--- config.mk ---
export PLATFORM = sky130hd
export DESIGN_NAME = receive_reorder_window
export DESIGN_NICKNAME = d
export VERILOG_FILES = /design/src/rrw_pkg.sv /design/src/rrw_slot_store.sv /design/src/rrw_buf_queue.sv /design/src/rrw_seq.sv /design/src/receive_reorder_window.sv
export SDC_FILE = /design/constraint.sdc
export NUM_CORES = 2
export LEC_CHECK = 0
export BUFFER_PORTS_ARGS = -buffer_cell sky130_fd_sc_hd__buf_2
export CORE_MARGIN = 5
export CORE_UTILIZATION = 35
export DETAILED_ROUTE_END_ITERATION = 10
export RECOVER_POWER = 25
export SLEW_MARGIN = 20
export SYNTH_ARGS = -nofsm -noshare
export SYNTH_HDL_FRONTEND = slang
export SYNTH_HIERARCHICAL = 1
export SYNTH_SLANG_ARGS = --single-unit
--- constraint.sdc ---
create_clock -name clk_i -period 7.8 [get_ports clk_i]
set_input_delay 1.56 -clock clk_i [delete_from_list [all_inputs] [get_ports clk_i]]
set_output_delay 1.56 -clock clk_i [all_outputs]
set_load 0.02 [all_outputs]
--- src/rrw_pkg.sv ---
// Package for the receive reorder window: sizes, codes and the structs
// that pass between the slot store, the buffer queue and the sequencer.
// No dependencies.
`default_nettype none

package rrw_pkg;

  // Built window depth and buffer queue depth.
  localparam int WINDOW  = 32;
  localparam int BUFFERS = 64;

  // Derived widths. The slot index is the low bits of a sequence number,
  // so the window depth is a power of two.
  localparam int SLOT_W = $clog2(WINDOW);
  localparam int BUF_W  = $clog2(BUFFERS);
  localparam int CNT_W  = $clog2(BUFFERS + 1);
  localparam int RWIN_W = 6;
  localparam int SEQ_W  = 32;
  localparam int TAG_W  = 16;

  // Input action codes.
  localparam logic ACT_DATA = 1'b0;
  localparam logic ACT_POST = 1'b1;

  // Result kind codes.
  localparam logic KIND_DELIVER = 1'b0;
  localparam logic KIND_ACK     = 1'b1;

  // Sequencer states.
  typedef enum logic [1:0] {
    ST_IDLE,
    ST_CHECK,
    ST_EMIT,
    ST_ACK
  } rrw_state_e;

  // Request to the slot store: keep a packet, or hand one out.
  typedef struct packed {
    logic              store;
    logic [SLOT_W-1:0] store_idx;
    logic [TAG_W-1:0]  store_tag;
    logic              take;
    logic [SLOT_W-1:0] take_idx;
  } slot_req_t;

  // Request to the buffer queue.
  typedef struct packed {
    logic             push;
    logic [TAG_W-1:0] push_tag;
    logic             pop;
  } queue_req_t;

  // Status of the buffer queue.
  typedef struct packed {
    logic full;
    logic empty;
    logic more_than_one;
  } queue_stat_t;

endpackage

`default_nettype wire

--- src/rrw_slot_store.sv ---
// Window slot store: one valid bit per slot in flip-flops and a payload
// memory with a registered read port.
// Depends on rrw_pkg.
`default_nettype none

module rrw_slot_store
  import rrw_pkg::*;
(
  input  wire logic              clk_i,
  input  wire logic              rst_ni,
  input  wire slot_req_t         req_i,
  output logic [WINDOW-1:0]      valid_o,
  output logic [TAG_W-1:0]       rd_tag_o
);

  logic [WINDOW-1:0] valid_q;
  logic [WINDOW-1:0] valid_d;
  logic [TAG_W-1:0]  payload_mem [WINDOW];
  logic [TAG_W-1:0]  rd_tag_q;

  // A stored packet marks its slot, a handed-out packet frees it.
  always_comb begin
    valid_d = valid_q;
    if (req_i.store) begin
      valid_d[req_i.store_idx] = 1'b1;
    end
    if (req_i.take) begin
      valid_d[req_i.take_idx] = 1'b0;
    end
  end

  always_ff @(posedge clk_i or negedge rst_ni) begin
    if (!rst_ni) begin
      valid_q <= '0;
    end else begin
      valid_q <= valid_d;
    end
  end

  // Payload memory: one write port, one registered read port.
  always_ff @(posedge clk_i) begin
    if (req_i.store) begin
      payload_mem[req_i.store_idx] <= req_i.store_tag;
    end
    if (req_i.take) begin
      rd_tag_q <= payload_mem[req_i.take_idx];
    end
  end

  assign valid_o  = valid_q;
  assign rd_tag_o = rd_tag_q;

endmodule

`default_nettype wire

--- src/rrw_buf_queue.sv ---
// Receive buffer queue: a FIFO memory of posted buffer handles with head,
// tail and fill count, and a registered read at the head.
// Depends on rrw_pkg.
`default_nettype none

module rrw_buf_queue
  import rrw_pkg::*;
(
  input  wire logic             clk_i,
  input  wire logic             rst_ni,
  input  wire queue_req_t       req_i,
  output queue_stat_t           stat_o,
  output logic [TAG_W-1:0]      rd_tag_o
);

  logic [TAG_W-1:0] buf_mem [BUFFERS];
  logic [TAG_W-1:0] rd_tag_q;
  logic [BUF_W-1:0] head_q, head_d;
  logic [BUF_W-1:0] tail_q, tail_d;
  logic [CNT_W-1:0] count_q, count_d;

  // Pointer and count update.
  always_comb begin
    head_d  = head_q;
    tail_d  = tail_q;
    count_d = count_q;
    if (req_i.push) begin
      tail_d = (tail_q == BUF_W'(BUFFERS - 1)) ? '0 : tail_q + 1'b1;
    end
    if (req_i.pop) begin
      head_d = (head_q == BUF_W'(BUFFERS - 1)) ? '0 : head_q + 1'b1;
    end
    unique case ({req_i.push, req_i.pop})
      2'b10:   count_d = count_q + 1'b1;
      2'b01:   count_d = count_q - 1'b1;
      default: count_d = count_q;
    endcase
  end

  always_ff @(posedge clk_i or negedge rst_ni) begin
    if (!rst_ni) begin
      head_q  <= '0;
      tail_q  <= '0;
      count_q <= '0;
    end else begin
      head_q  <= head_d;
      tail_q  <= tail_d;
      count_q <= count_d;
    end
  end

  // Buffer memory: write at the tail, registered read at the head.
  always_ff @(posedge clk_i) begin
    if (req_i.push) begin
      buf_mem[tail_q] <= req_i.push_tag;
    end
    if (req_i.pop) begin
      rd_tag_q <= buf_mem[head_q];
    end
  end

  assign stat_o.full          = (count_q == CNT_W'(BUFFERS));
  assign stat_o.empty         = (count_q == '0);
  assign stat_o.more_than_one = (count_q > CNT_W'(1));
  assign rd_tag_o             = rd_tag_q;

endmodule

`default_nettype wire

--- src/rrw_seq.sv ---
// Sequencer of the receive reorder window: window check on arrivals,
// in-order delivery loop, acknowledgement, and the output register.
// Depends on rrw_pkg; drives rrw_slot_store and rrw_buf_queue.
`default_nettype none

module rrw_seq
  import rrw_pkg::*;
(
  input  wire logic              clk_i,
  input  wire logic              rst_ni,
  input  wire logic [RWIN_W-1:0] recv_window_i,
  // Input channel.
  input  wire logic              in_valid_i,
  output logic                   in_ready_o,
  input  wire logic              action_i,
  input  wire logic [SEQ_W-1:0]  seq_num_i,
  input  wire logic [TAG_W-1:0]  payload_tag_i,
  input  wire logic [TAG_W-1:0]  buffer_tag_i,
  // Store side.
  output slot_req_t              slot_req_o,
  input  wire logic [WINDOW-1:0] slot_valid_i,
  input  wire logic [TAG_W-1:0]  slot_tag_i,
  output queue_req_t             queue_req_o,
  input  wire queue_stat_t       queue_stat_i,
  input  wire logic [TAG_W-1:0]  queue_tag_i,
  // Output channel.
  output logic                   out_valid_o,
  input  wire logic              out_ready_i,
  output logic                   kind_o,
  output logic [SEQ_W-1:0]       delivered_seq_o,
  output logic [TAG_W-1:0]       delivered_payload_o,
  output logic [TAG_W-1:0]       target_buffer_o,
  output logic [SEQ_W-1:0]       ack_next_o,
  output logic                   last_o
);

  rrw_state_e        state_q, state_d;
  logic [SEQ_W-1:0]  next_exp_q;
  logic              ack_q;
  logic [SEQ_W-1:0]  del_seq_q;
  logic              del_last_q;

  logic              out_valid_q;
  logic              kind_q;
  logic [SEQ_W-1:0]  seq_out_q;
  logic [TAG_W-1:0]  pay_out_q;
  logic [TAG_W-1:0]  buf_out_q;
  logic [SEQ_W-1:0]  ack_out_q;
  logic              last_out_q;

  logic [RWIN_W-1:0] win;
  logic [SEQ_W:0]    win_end;
  logic              in_window;
  logic              accept;
  logic              ack_hit;
  logic [SLOT_W-1:0] seq_idx;
  logic [SLOT_W-1:0] exp_idx;
  logic [SLOT_W-1:0] exp_idx_nxt;
  logic              deliver;
  logic              more_after;
  logic              out_free;
  logic              load_del;
  logic              load_ack;

  // Window check: a window above the built depth acts as the depth, and
  // the end is formed one bit wider with no wrap.
  assign win       = (recv_window_i > RWIN_W'(WINDOW)) ? RWIN_W'(WINDOW) : recv_window_i;
  assign win_end   = {1'b0, next_exp_q} + (SEQ_W + 1)'(win);
  assign in_window = ({1'b0, seq_num_i} >= {1'b0, next_exp_q}) &&
                     ({1'b0, seq_num_i} < win_end);

  assign accept  = in_valid_i && in_ready_o;
  assign ack_hit = (action_i == ACT_DATA) && in_window;

  // Slot indexes are the low bits of the sequence number.
  assign seq_idx     = seq_num_i[SLOT_W-1:0];
  assign exp_idx     = next_exp_q[SLOT_W-1:0];
  assign exp_idx_nxt = exp_idx + 1'b1;

  // A delivery needs a posted buffer and the expected packet in its slot.
  assign deliver    = !queue_stat_i.empty && slot_valid_i[exp_idx];
  assign more_after = queue_stat_i.more_than_one && slot_valid_i[exp_idx_nxt];

  assign out_free = !out_valid_q || out_ready_i;

  // Next state.
  always_comb begin
    state_d = state_q;
    unique case (state_q)
      ST_IDLE: begin
        if (in_valid_i) begin
          state_d = ST_CHECK;
        end
      end
      ST_CHECK: begin
        if (deliver) begin
          state_d = ST_EMIT;
        end else if (ack_q) begin
          state_d = ST_ACK;
        end else begin
          state_d = ST_IDLE;
        end
      end
      ST_EMIT: begin
        if (out_free) begin
          state_d = ST_CHECK;
        end
      end
      ST_ACK: begin
        if (out_free) begin
          state_d = ST_IDLE;
        end
      end
      default: state_d = ST_IDLE;
    endcase
  end

  // State outputs: store requests on accept, reads in the check state,
  // output register loads in the emit and ack states.
  always_comb begin
    in_ready_o            = 1'b0;
    slot_req_o.store      = 1'b0;
    slot_req_o.store_idx  = seq_idx;
    slot_req_o.store_tag  = payload_tag_i;
    slot_req_o.take       = 1'b0;
    slot_req_o.take_idx   = exp_idx;
    queue_req_o.push      = 1'b0;
    queue_req_o.push_tag  = buffer_tag_i;
    queue_req_o.pop       = 1'b0;
    load_del              = 1'b0;
    load_ack              = 1'b0;
    unique case (state_q)
      ST_IDLE: begin
        in_ready_o = 1'b1;
        if (in_valid_i) begin
          slot_req_o.store = ack_hit && !slot_valid_i[seq_idx];
          queue_req_o.push = (action_i == ACT_POST) && !queue_stat_i.full;
        end
      end
      ST_CHECK: begin
        if (deliver) begin
          slot_req_o.take = 1'b1;
          queue_req_o.pop = 1'b1;
        end
      end
      ST_EMIT: begin
        load_del = out_free;
      end
      ST_ACK: begin
        load_ack = out_free;
      end
      default: begin
        in_ready_o = 1'b0;
      end
    endcase
  end

  // Control registers.
  always_ff @(posedge clk_i or negedge rst_ni) begin
    if (!rst_ni) begin
      state_q    <= ST_IDLE;
      next_exp_q <= '0;
      ack_q      <= 1'b0;
    end else begin
      state_q <= state_d;
      if (accept) begin
        ack_q <= ack_hit;
      end
      if (slot_req_o.take) begin
        next_exp_q <= next_exp_q + 1'b1;
      end
    end
  end

  // Delivery in flight: its number, and whether nothing follows it.
  always_ff @(posedge clk_i) begin
    if (slot_req_o.take) begin
      del_seq_q  <= next_exp_q;
      del_last_q <= !ack_q && !more_after;
    end
  end

  // Output register valid.
  always_ff @(posedge clk_i or negedge rst_ni) begin
    if (!rst_ni) begin
      out_valid_q <= 1'b0;
    end else if (load_del || load_ack) begin
      out_valid_q <= 1'b1;
    end else if (out_ready_i) begin
      out_valid_q <= 1'b0;
    end
  end

  // Output register payload.
  always_ff @(posedge clk_i) begin
    if (load_del) begin
      kind_q     <= KIND_DELIVER;
      seq_out_q  <= del_seq_q;
      pay_out_q  <= slot_tag_i;
      buf_out_q  <= queue_tag_i;
      ack_out_q  <= '0;
      last_out_q <= del_last_q;
    end else if (load_ack) begin
      kind_q     <= KIND_ACK;
      seq_out_q  <= '0;
      pay_out_q  <= '0;
      buf_out_q  <= '0;
      ack_out_q  <= next_exp_q;
      last_out_q <= 1'b1;
    end
  end

  assign out_valid_o         = out_valid_q;
  assign kind_o              = kind_q;
  assign delivered_seq_o     = seq_out_q;
  assign delivered_payload_o = pay_out_q;
  assign target_buffer_o     = buf_out_q;
  assign ack_next_o          = ack_out_q;
  assign last_o              = last_out_q;

endmodule

`default_nettype wire

--- src/receive_reorder_window.sv ---
// Top level of the receive reorder window: configuration register and the
// slot store, buffer queue and sequencer.
// Depends on rrw_pkg, rrw_slot_store, rrw_buf_queue and rrw_seq.
//
//   Channel  Direction  Handshake                  Carries
//   in       input      in_valid_i / in_ready_o    action, seq_num, payload_tag, buffer_tag
//   out      output     out_valid_o / out_ready_i  kind, delivered_seq, delivered_payload,
//                                                  target_buffer, ack_next, last
//   cfg      input      cfg_valid_i / cfg_ready_o  recv_window
//
// An item is taken in the idle state; each delivery is one slot and queue read in the check
// state, with the registered read data loaded into the output register in the emit state,
// issued by the sequencer one at a time, and an ack, when due, follows in the ack state.
// Reset clears the slot valid bits, the queue pointers and the next expected number;
// the memories start undefined and need no clearing pass.
// A stalled output holds the sequencer in its emit or ack state; the last result of an
// item may wait in the output register while the next item is taken.
`default_nettype none

module receive_reorder_window
  import rrw_pkg::*;
(
  input  wire logic              clk_i,
  input  wire logic              rst_ni,
  // Configuration write channel.
  input  wire logic              cfg_valid_i,
  output logic                   cfg_ready_o,
  input  wire logic [RWIN_W-1:0] cfg_recv_window_i,
  // Input channel.
  input  wire logic              in_valid_i,
  output logic                   in_ready_o,
  input  wire logic              action_i,
  input  wire logic [SEQ_W-1:0]  seq_num_i,
  input  wire logic [TAG_W-1:0]  payload_tag_i,
  input  wire logic [TAG_W-1:0]  buffer_tag_i,
  // Output channel.
  output logic                   out_valid_o,
  input  wire logic              out_ready_i,
  output logic                   kind_o,
  output logic [SEQ_W-1:0]       delivered_seq_o,
  output logic [TAG_W-1:0]       delivered_payload_o,
  output logic [TAG_W-1:0]       target_buffer_o,
  output logic [SEQ_W-1:0]       ack_next_o,
  output logic                   last_o
);

  logic [RWIN_W-1:0] recv_window_q;
  slot_req_t         slot_req;
  logic [WINDOW-1:0] slot_valid;
  logic [TAG_W-1:0]  slot_tag;
  queue_req_t        queue_req;
  queue_stat_t       queue_stat;
  logic [TAG_W-1:0]  queue_tag;

  // Window size register; a transfer is taken in any cycle.
  assign cfg_ready_o = 1'b1;

  always_ff @(posedge clk_i or negedge rst_ni) begin
    if (!rst_ni) begin
      recv_window_q <= RWIN_W'(32);
    end else if (cfg_valid_i && cfg_ready_o) begin
      recv_window_q <= cfg_recv_window_i;
    end
  end

  // Packet slots.
  rrw_slot_store u_slots (
    .clk_i    (clk_i),
    .rst_ni   (rst_ni),
    .req_i    (slot_req),
    .valid_o  (slot_valid),
    .rd_tag_o (slot_tag)
  );

  // Posted receive buffers.
  rrw_buf_queue u_queue (
    .clk_i    (clk_i),
    .rst_ni   (rst_ni),
    .req_i    (queue_req),
    .stat_o   (queue_stat),
    .rd_tag_o (queue_tag)
  );

  // Window check, delivery loop and output register.
  rrw_seq u_seq (
    .clk_i               (clk_i),
    .rst_ni              (rst_ni),
    .recv_window_i       (recv_window_q),
    .in_valid_i          (in_valid_i),
    .in_ready_o          (in_ready_o),
    .action_i            (action_i),
    .seq_num_i           (seq_num_i),
    .payload_tag_i       (payload_tag_i),
    .buffer_tag_i        (buffer_tag_i),
    .slot_req_o          (slot_req),
    .slot_valid_i        (slot_valid),
    .slot_tag_i          (slot_tag),
    .queue_req_o         (queue_req),
    .queue_stat_i        (queue_stat),
    .queue_tag_i         (queue_tag),
    .out_valid_o         (out_valid_o),
    .out_ready_i         (out_ready_i),
    .kind_o              (kind_o),
    .delivered_seq_o     (delivered_seq_o),
    .delivered_payload_o (delivered_payload_o),
    .target_buffer_o     (target_buffer_o),
    .ack_next_o          (ack_next_o),
    .last_o              (last_o)
  );

  // One item at a time: no input transfer right after one.
  a_one_item : assert property (@(posedge clk_i) disable iff (!rst_ni)
    (in_valid_i && in_ready_o) |=> !in_ready_o)
    else $error("input taken in the cycle after a transfer");

  // A slot is handed out only while it holds a packet.
  a_take_valid : assert property (@(posedge clk_i) disable iff (!rst_ni)
    slot_req.take |-> slot_valid[slot_req.take_idx])
    else $error("delivery from an empty slot");

  // Every delivery pops a buffer, and never from an empty queue.
  a_pop_pairs : assert property (@(posedge clk_i) disable iff (!rst_ni)
    queue_req.pop |-> (slot_req.take && !queue_stat.empty))
    else $error("buffer pop without a matching delivery");

  // No buffer is pushed into a full queue.
  a_push_room : assert property (@(posedge clk_i) disable iff (!rst_ni)
    queue_req.push |-> !queue_stat.full)
    else $error("push into a full buffer queue");

endmodule

`default_nettype wire
==> results.json <==
{
  "synth_ff_type": "edfxtp_1",
  "synth_seq_area_share_pct": 73.30,
  "worstMarginPinSlew_ns": 3.404,
  "avgSynthCellArea_um2": 17.83,
  "rsz0062_at_grt": "false",
  "maxSlewHeadroom_pct": -126.9,
  "place_area_um2": 76380,
  "post-route-drc-count": 0,
  "routed_wl_mm": 178.8,
  "clk_path_buf_depth": 3,
  "clock_skew_ns": 0.03620,
  "clk_pin_slew_worst_paths_ns": 0.06,
  "cts_setup_buffers": 0,
  "cts_buffers": 178,
  "p_leak_nw": 26.04,
  "clock_sinks": 1792,
  "dieHeight_um": 464.6,
  "async_reset_ff_share_pct": 5.190,
  "grt_max_degree": 121,
  "antenna_found_initial": 14,
  "finalSetupViolCount": 0,
  "synth_top_cell_by_area": "edfxtp_1",
  "crit_path_end_kind": "register",
  "syn_nets": 4210,
  "dpl.hpwl_mm": 109.2,
  "nets": 4449,
  "worstSetupPathType": "register to register",
  "r2r-end": "u_slots/payload_mem[20][4]$_DFFE_PP_",
  "r2r_slack_ns": 1.05,
  "area_delta_synth_final_pct": 13.33,
  "netlist_instances": 4056,
  "hold_class": "register to register",
  "nFillCells": 18398,
  "initialDrtViolationCount": 3817,
  "violations": "capacitance limit, slew limit",
  "critPathArrivalTime_ns": 7.17,
  "yosys_warnings": 6,
  "netlist_area_um2": 72330,
  "clk_latency_ns": 0.81,
  "io_buffer_count": 175,
  "htreeDepth": 4,
  "critPathTopFamily": "compound AO/OA/AOI/OAI gates",
  "dieWidth_um": 464.6,
  "grt_pass1_vias": 38029,
  "period_share_pct": 86.60,
  "crit_slowest_cell": "nor2_2",
  "gp_congestion": 0.8767,
  "cts-hold-fix-buffers": 0,
  "start_util_pct": 35.25,
  "io_pins": 177,
  "cp-start-kind": "register",
  "pwr_density_cell_nw_per_um2": 277.1,
  "drv_cap": 30,
  "grt_first_pass_wirelength_mm": 262.5,
  "synth-edff-count": 1666,
  "outcome": "finished with violations",
  "ir_worst_vdd_mv": 0.2522,
  "period_minus_slack_ns": 6.755,
  "ant_nets": 0,
  "critPathMaxStageDelay_ns": 0.77,
  "cts_tree": "yes",
  "layout-drive-gt1-share_pct": 18.55,
  "overflow": 0,
  "ys_ff_latch": 1792,
  "crit_start": "recv_window_q[5]$_DFFE_PN1P_",
  "synthTopCellsByArea": "edfxtp_1, mux4_2, mux2i_1, dfrtp_1, ha_1",
  "synth.distinct_cells": 83,
  "cp.required_ns": 8.22,
  "r2r_cells": 19,
  "num_vias": 38266,
  "vias_per_cell": 5.362,
  "synth_top_area_share_pct": 69.17,
  "drv_slew": 1325,
  "cp_cell_sequence": "nor2b_1 > ha_1 > fa_1 > a211oi_1 > o21bai_1 > a21oi_1 > nor2_1 > nand2_1 > xnor2_1 > ha_1 > a21o_1 > a211o_1 > a221o_1 > a211oi_1 > o31ai_1 > a2111oi_1 > buf_4 > or3b_2 > nor2_2",
  "wl_per_cell_um": 25.06,
  "crit_path_max_fanout": 17,
  "clock-root-buffer": "clkbuf_16",
  "die_area_um2": 215800,
  "path_depth": 19,
  "crit_buf_inv": 1,
  "setup-tns-final_ns": 0,
  "cts_resized": 0,
  "hold_viol_final": 0,
  "floorplan.rows": 166,
  "worstSetupEndpoint": "u_slots/payload_mem[20][4]$_DFFE_PP_",
  "dr.pass1.iters": 7,
  "design.core.area_um2": 205200,
  "r2r-start": "recv_window_q[5]$_DFFE_PN1P_",
  "fmax_mhz": 148.0,
  "final_cell_area_um2": 81970,
  "grtUsageTotal_pct": 16.15
}
## synthesized netlist by cell type (all sizes together) (8+ instances only)
library cell,count
a21oi,73
a32oi,8
a211o,13
dfxtp,33
mux4,223
buf,163
nor4,41
o22a,12
nand4,31
dfrtp,92
a22oi,63
mux2,17
nor2,159
nand2b,24
inv,45
xnor2,66
nor3,52
a2bb2oi,8
o21ai,67
nand3,42
nand3b,15
and2,66
nor2b,25
mux2i,388
a21o,9
nand2,171
a221oi,50
ha,77
edfxtp,1666
clkbuf,95
o22ai,135
## power by group
group / switching [mW] / internal, mW / total (mW)
Sequential: 0.166 / 10.7 / 10.9
Clock: 3.62 / 4.70 / 8.32
Combinational: 2.07 / 1.43 / 3.50
Total: 5.85 / 16.9 / 22.7
## layout by cell type (no fill, tap or decap), drive strengths merged, types with 7 or more instances in the layout
cell type,synthesis,layout
a21oi,73,73
nor4,41,41
o22ai,135,135
mux2,17,17
a21o,9,9
a211o,13,13
mux4,223,223
nor2b,25,25
and4,7,7
a32oi,8,8
and2,66,66
ha,77,77
clkbuf,95,281
dfxtp,33,33
mux2i,388,388
nor2,159,159
and3,7,7
nand3b,15,15
nand2,171,171
nand3,42,42
bufinv,0,10
nand4,31,31
edfxtp,1666,1666
nor3,52,52
inv,45,55
xor2,7,7
o21ai,67,67
nand2b,24,24
a22oi,63,63
o22a,12,12
a31oi,7,7
clkinv,0,55
o211ai,7,7
a221oi,50,50
xnor2,66,66
a2bb2oi,8,8
buf,163,285
dfrtp,92,92
nor3b,7,7
## worst min path at each step
| stage | startpoint | to | cells past startpoint |
|---|---|---|---|
| after floorplan | u_seq/next_exp_q[16]$_DFFE_PN0P_ | u_seq/del_seq_q[16]$_DFFE_PP_ | 0 |
| after global placement | u_seq/ack_next_o[16]$_SDFFE_PP0P_ | u_seq/ack_next_o[16]$_SDFFE_PP0P_ | 2 |
| after detailed placement | u_seq/ack_next_o[18]$_SDFFE_PP0P_ | u_seq/ack_next_o[18]$_SDFFE_PP0P_ | 2 |
| after CTS | u_seq/ack_next_o[18]$_SDFFE_PP0P_ | u_seq/ack_next_o[18]$_SDFFE_PP0P_ | 2 |
| after global routing | u_seq/ack_next_o[21]$_SDFFE_PP0P_ | u_seq/ack_next_o[21]$_SDFFE_PP0P_ | 2 |
| final | u_seq/ack_next_o[18]$_SDFFE_PP0P_ | u_seq/ack_next_o[18]$_SDFFE_PP0P_ | 2 |
## cell families after synthesis
family	share of synthesized area (%)
compound gates	4.671
xor+xnor	0.8840
fa+ha+maj	1.360
buf+inv	2.276
flops	73.30
mux	12.66
other cells	0.005185
simple gates	4.849
## worst register-to-register path, stage by stage (launching register included)
cell and delay [ns]:
dfstp_2 0.59, nor2b_1 0.07, ha_1 0.21, fa_1 0.46, a211oi_1 0.34, o21bai_1 0.12
a21oi_1 0.54, nor2_1 0.24, nand2_1 0.13, xnor2_1 0.07, ha_1 0.20, a21o_1 0.18
a211o_1 0.30, a221o_1 0.35, a211oi_1 0.30, o31ai_1 0.17, a2111oi_1 0.46, buf_4 0.22
or3b_2 0.64, nor2_2 0.77
## routing by layer
layer | vias to the layer above | part of all wire, % | global-route usage, %
li1 | 16699 | - | -
met1 | 19853 | 44 | 23.26
met2 | 1455 | 46 | 25.10
met3 | 251 | 7.5 | 3.268
met4 | 8 | 2.4 | 4.205
met5 | - | 0.027 | 0
## area by class of cell
| type | count | area, um2 | share of cell area (%) |
|---|---|---|---|
| Multi-Input combinational cell | 1961 | 17820 | 21.74 |
| Sequential cell | 1792 | 53030 | 64.70 |
| Inverter | 45 | 168.9 | 0.2061 |
| Timing Repair Buffer | 317 | 1919 | 2.342 |
| Antenna cell | 5 | 12.51 | 0.01526 |
| Clock inverter | 79 | 813.3 | 0.9922 |
| Clock buffer | 249 | 4843 | 5.909 |
| Tap cell | 2688 | 3363 | 4.103 |
## registers in the layout (all words and copies together), names as in the netlist, 6 cells and up
register	count
recv_window_q	6
u_queue/buf_mem	1024
u_queue/count_q	7
u_queue/head_q	6
u_queue/rd_tag_o	16
u_queue/tail_q	6
u_seq/ack_next_o	32
u_seq/del_seq_q	32
u_seq/delivered_payload_o	16
u_seq/delivered_seq_o	32
u_seq/next_exp_q	32
u_seq/target_buffer_o	16
u_slots/payload_mem	512
u_slots/rd_tag_o	16
u_slots/valid_o	32
## stage by stage
step / util [%] / setup slack [ns] / total power [mW] / cells / hold slack (ns)
6_report: 39.94 / 1.045 / 22.72 / 7136 / 0.4495
5_1_grt: 39.94 / 0.6839 / 23.57 / 7132 / 0.4720
4_1_cts: 39.98 / 0.9961 / 22.91 / 7131 / 0.4513
3_5_place_dp: 37.22 / 1.083 / 14.61 / 6803 / 0.4378
3_3_place_gp: 37.22 / 0.9765 / 14.58 / 6803 / 0.4312
2_1_floorplan: - / 1.972 / 13.63 / 4056 / 0.4231
Power figures use the tool's default switching activity.
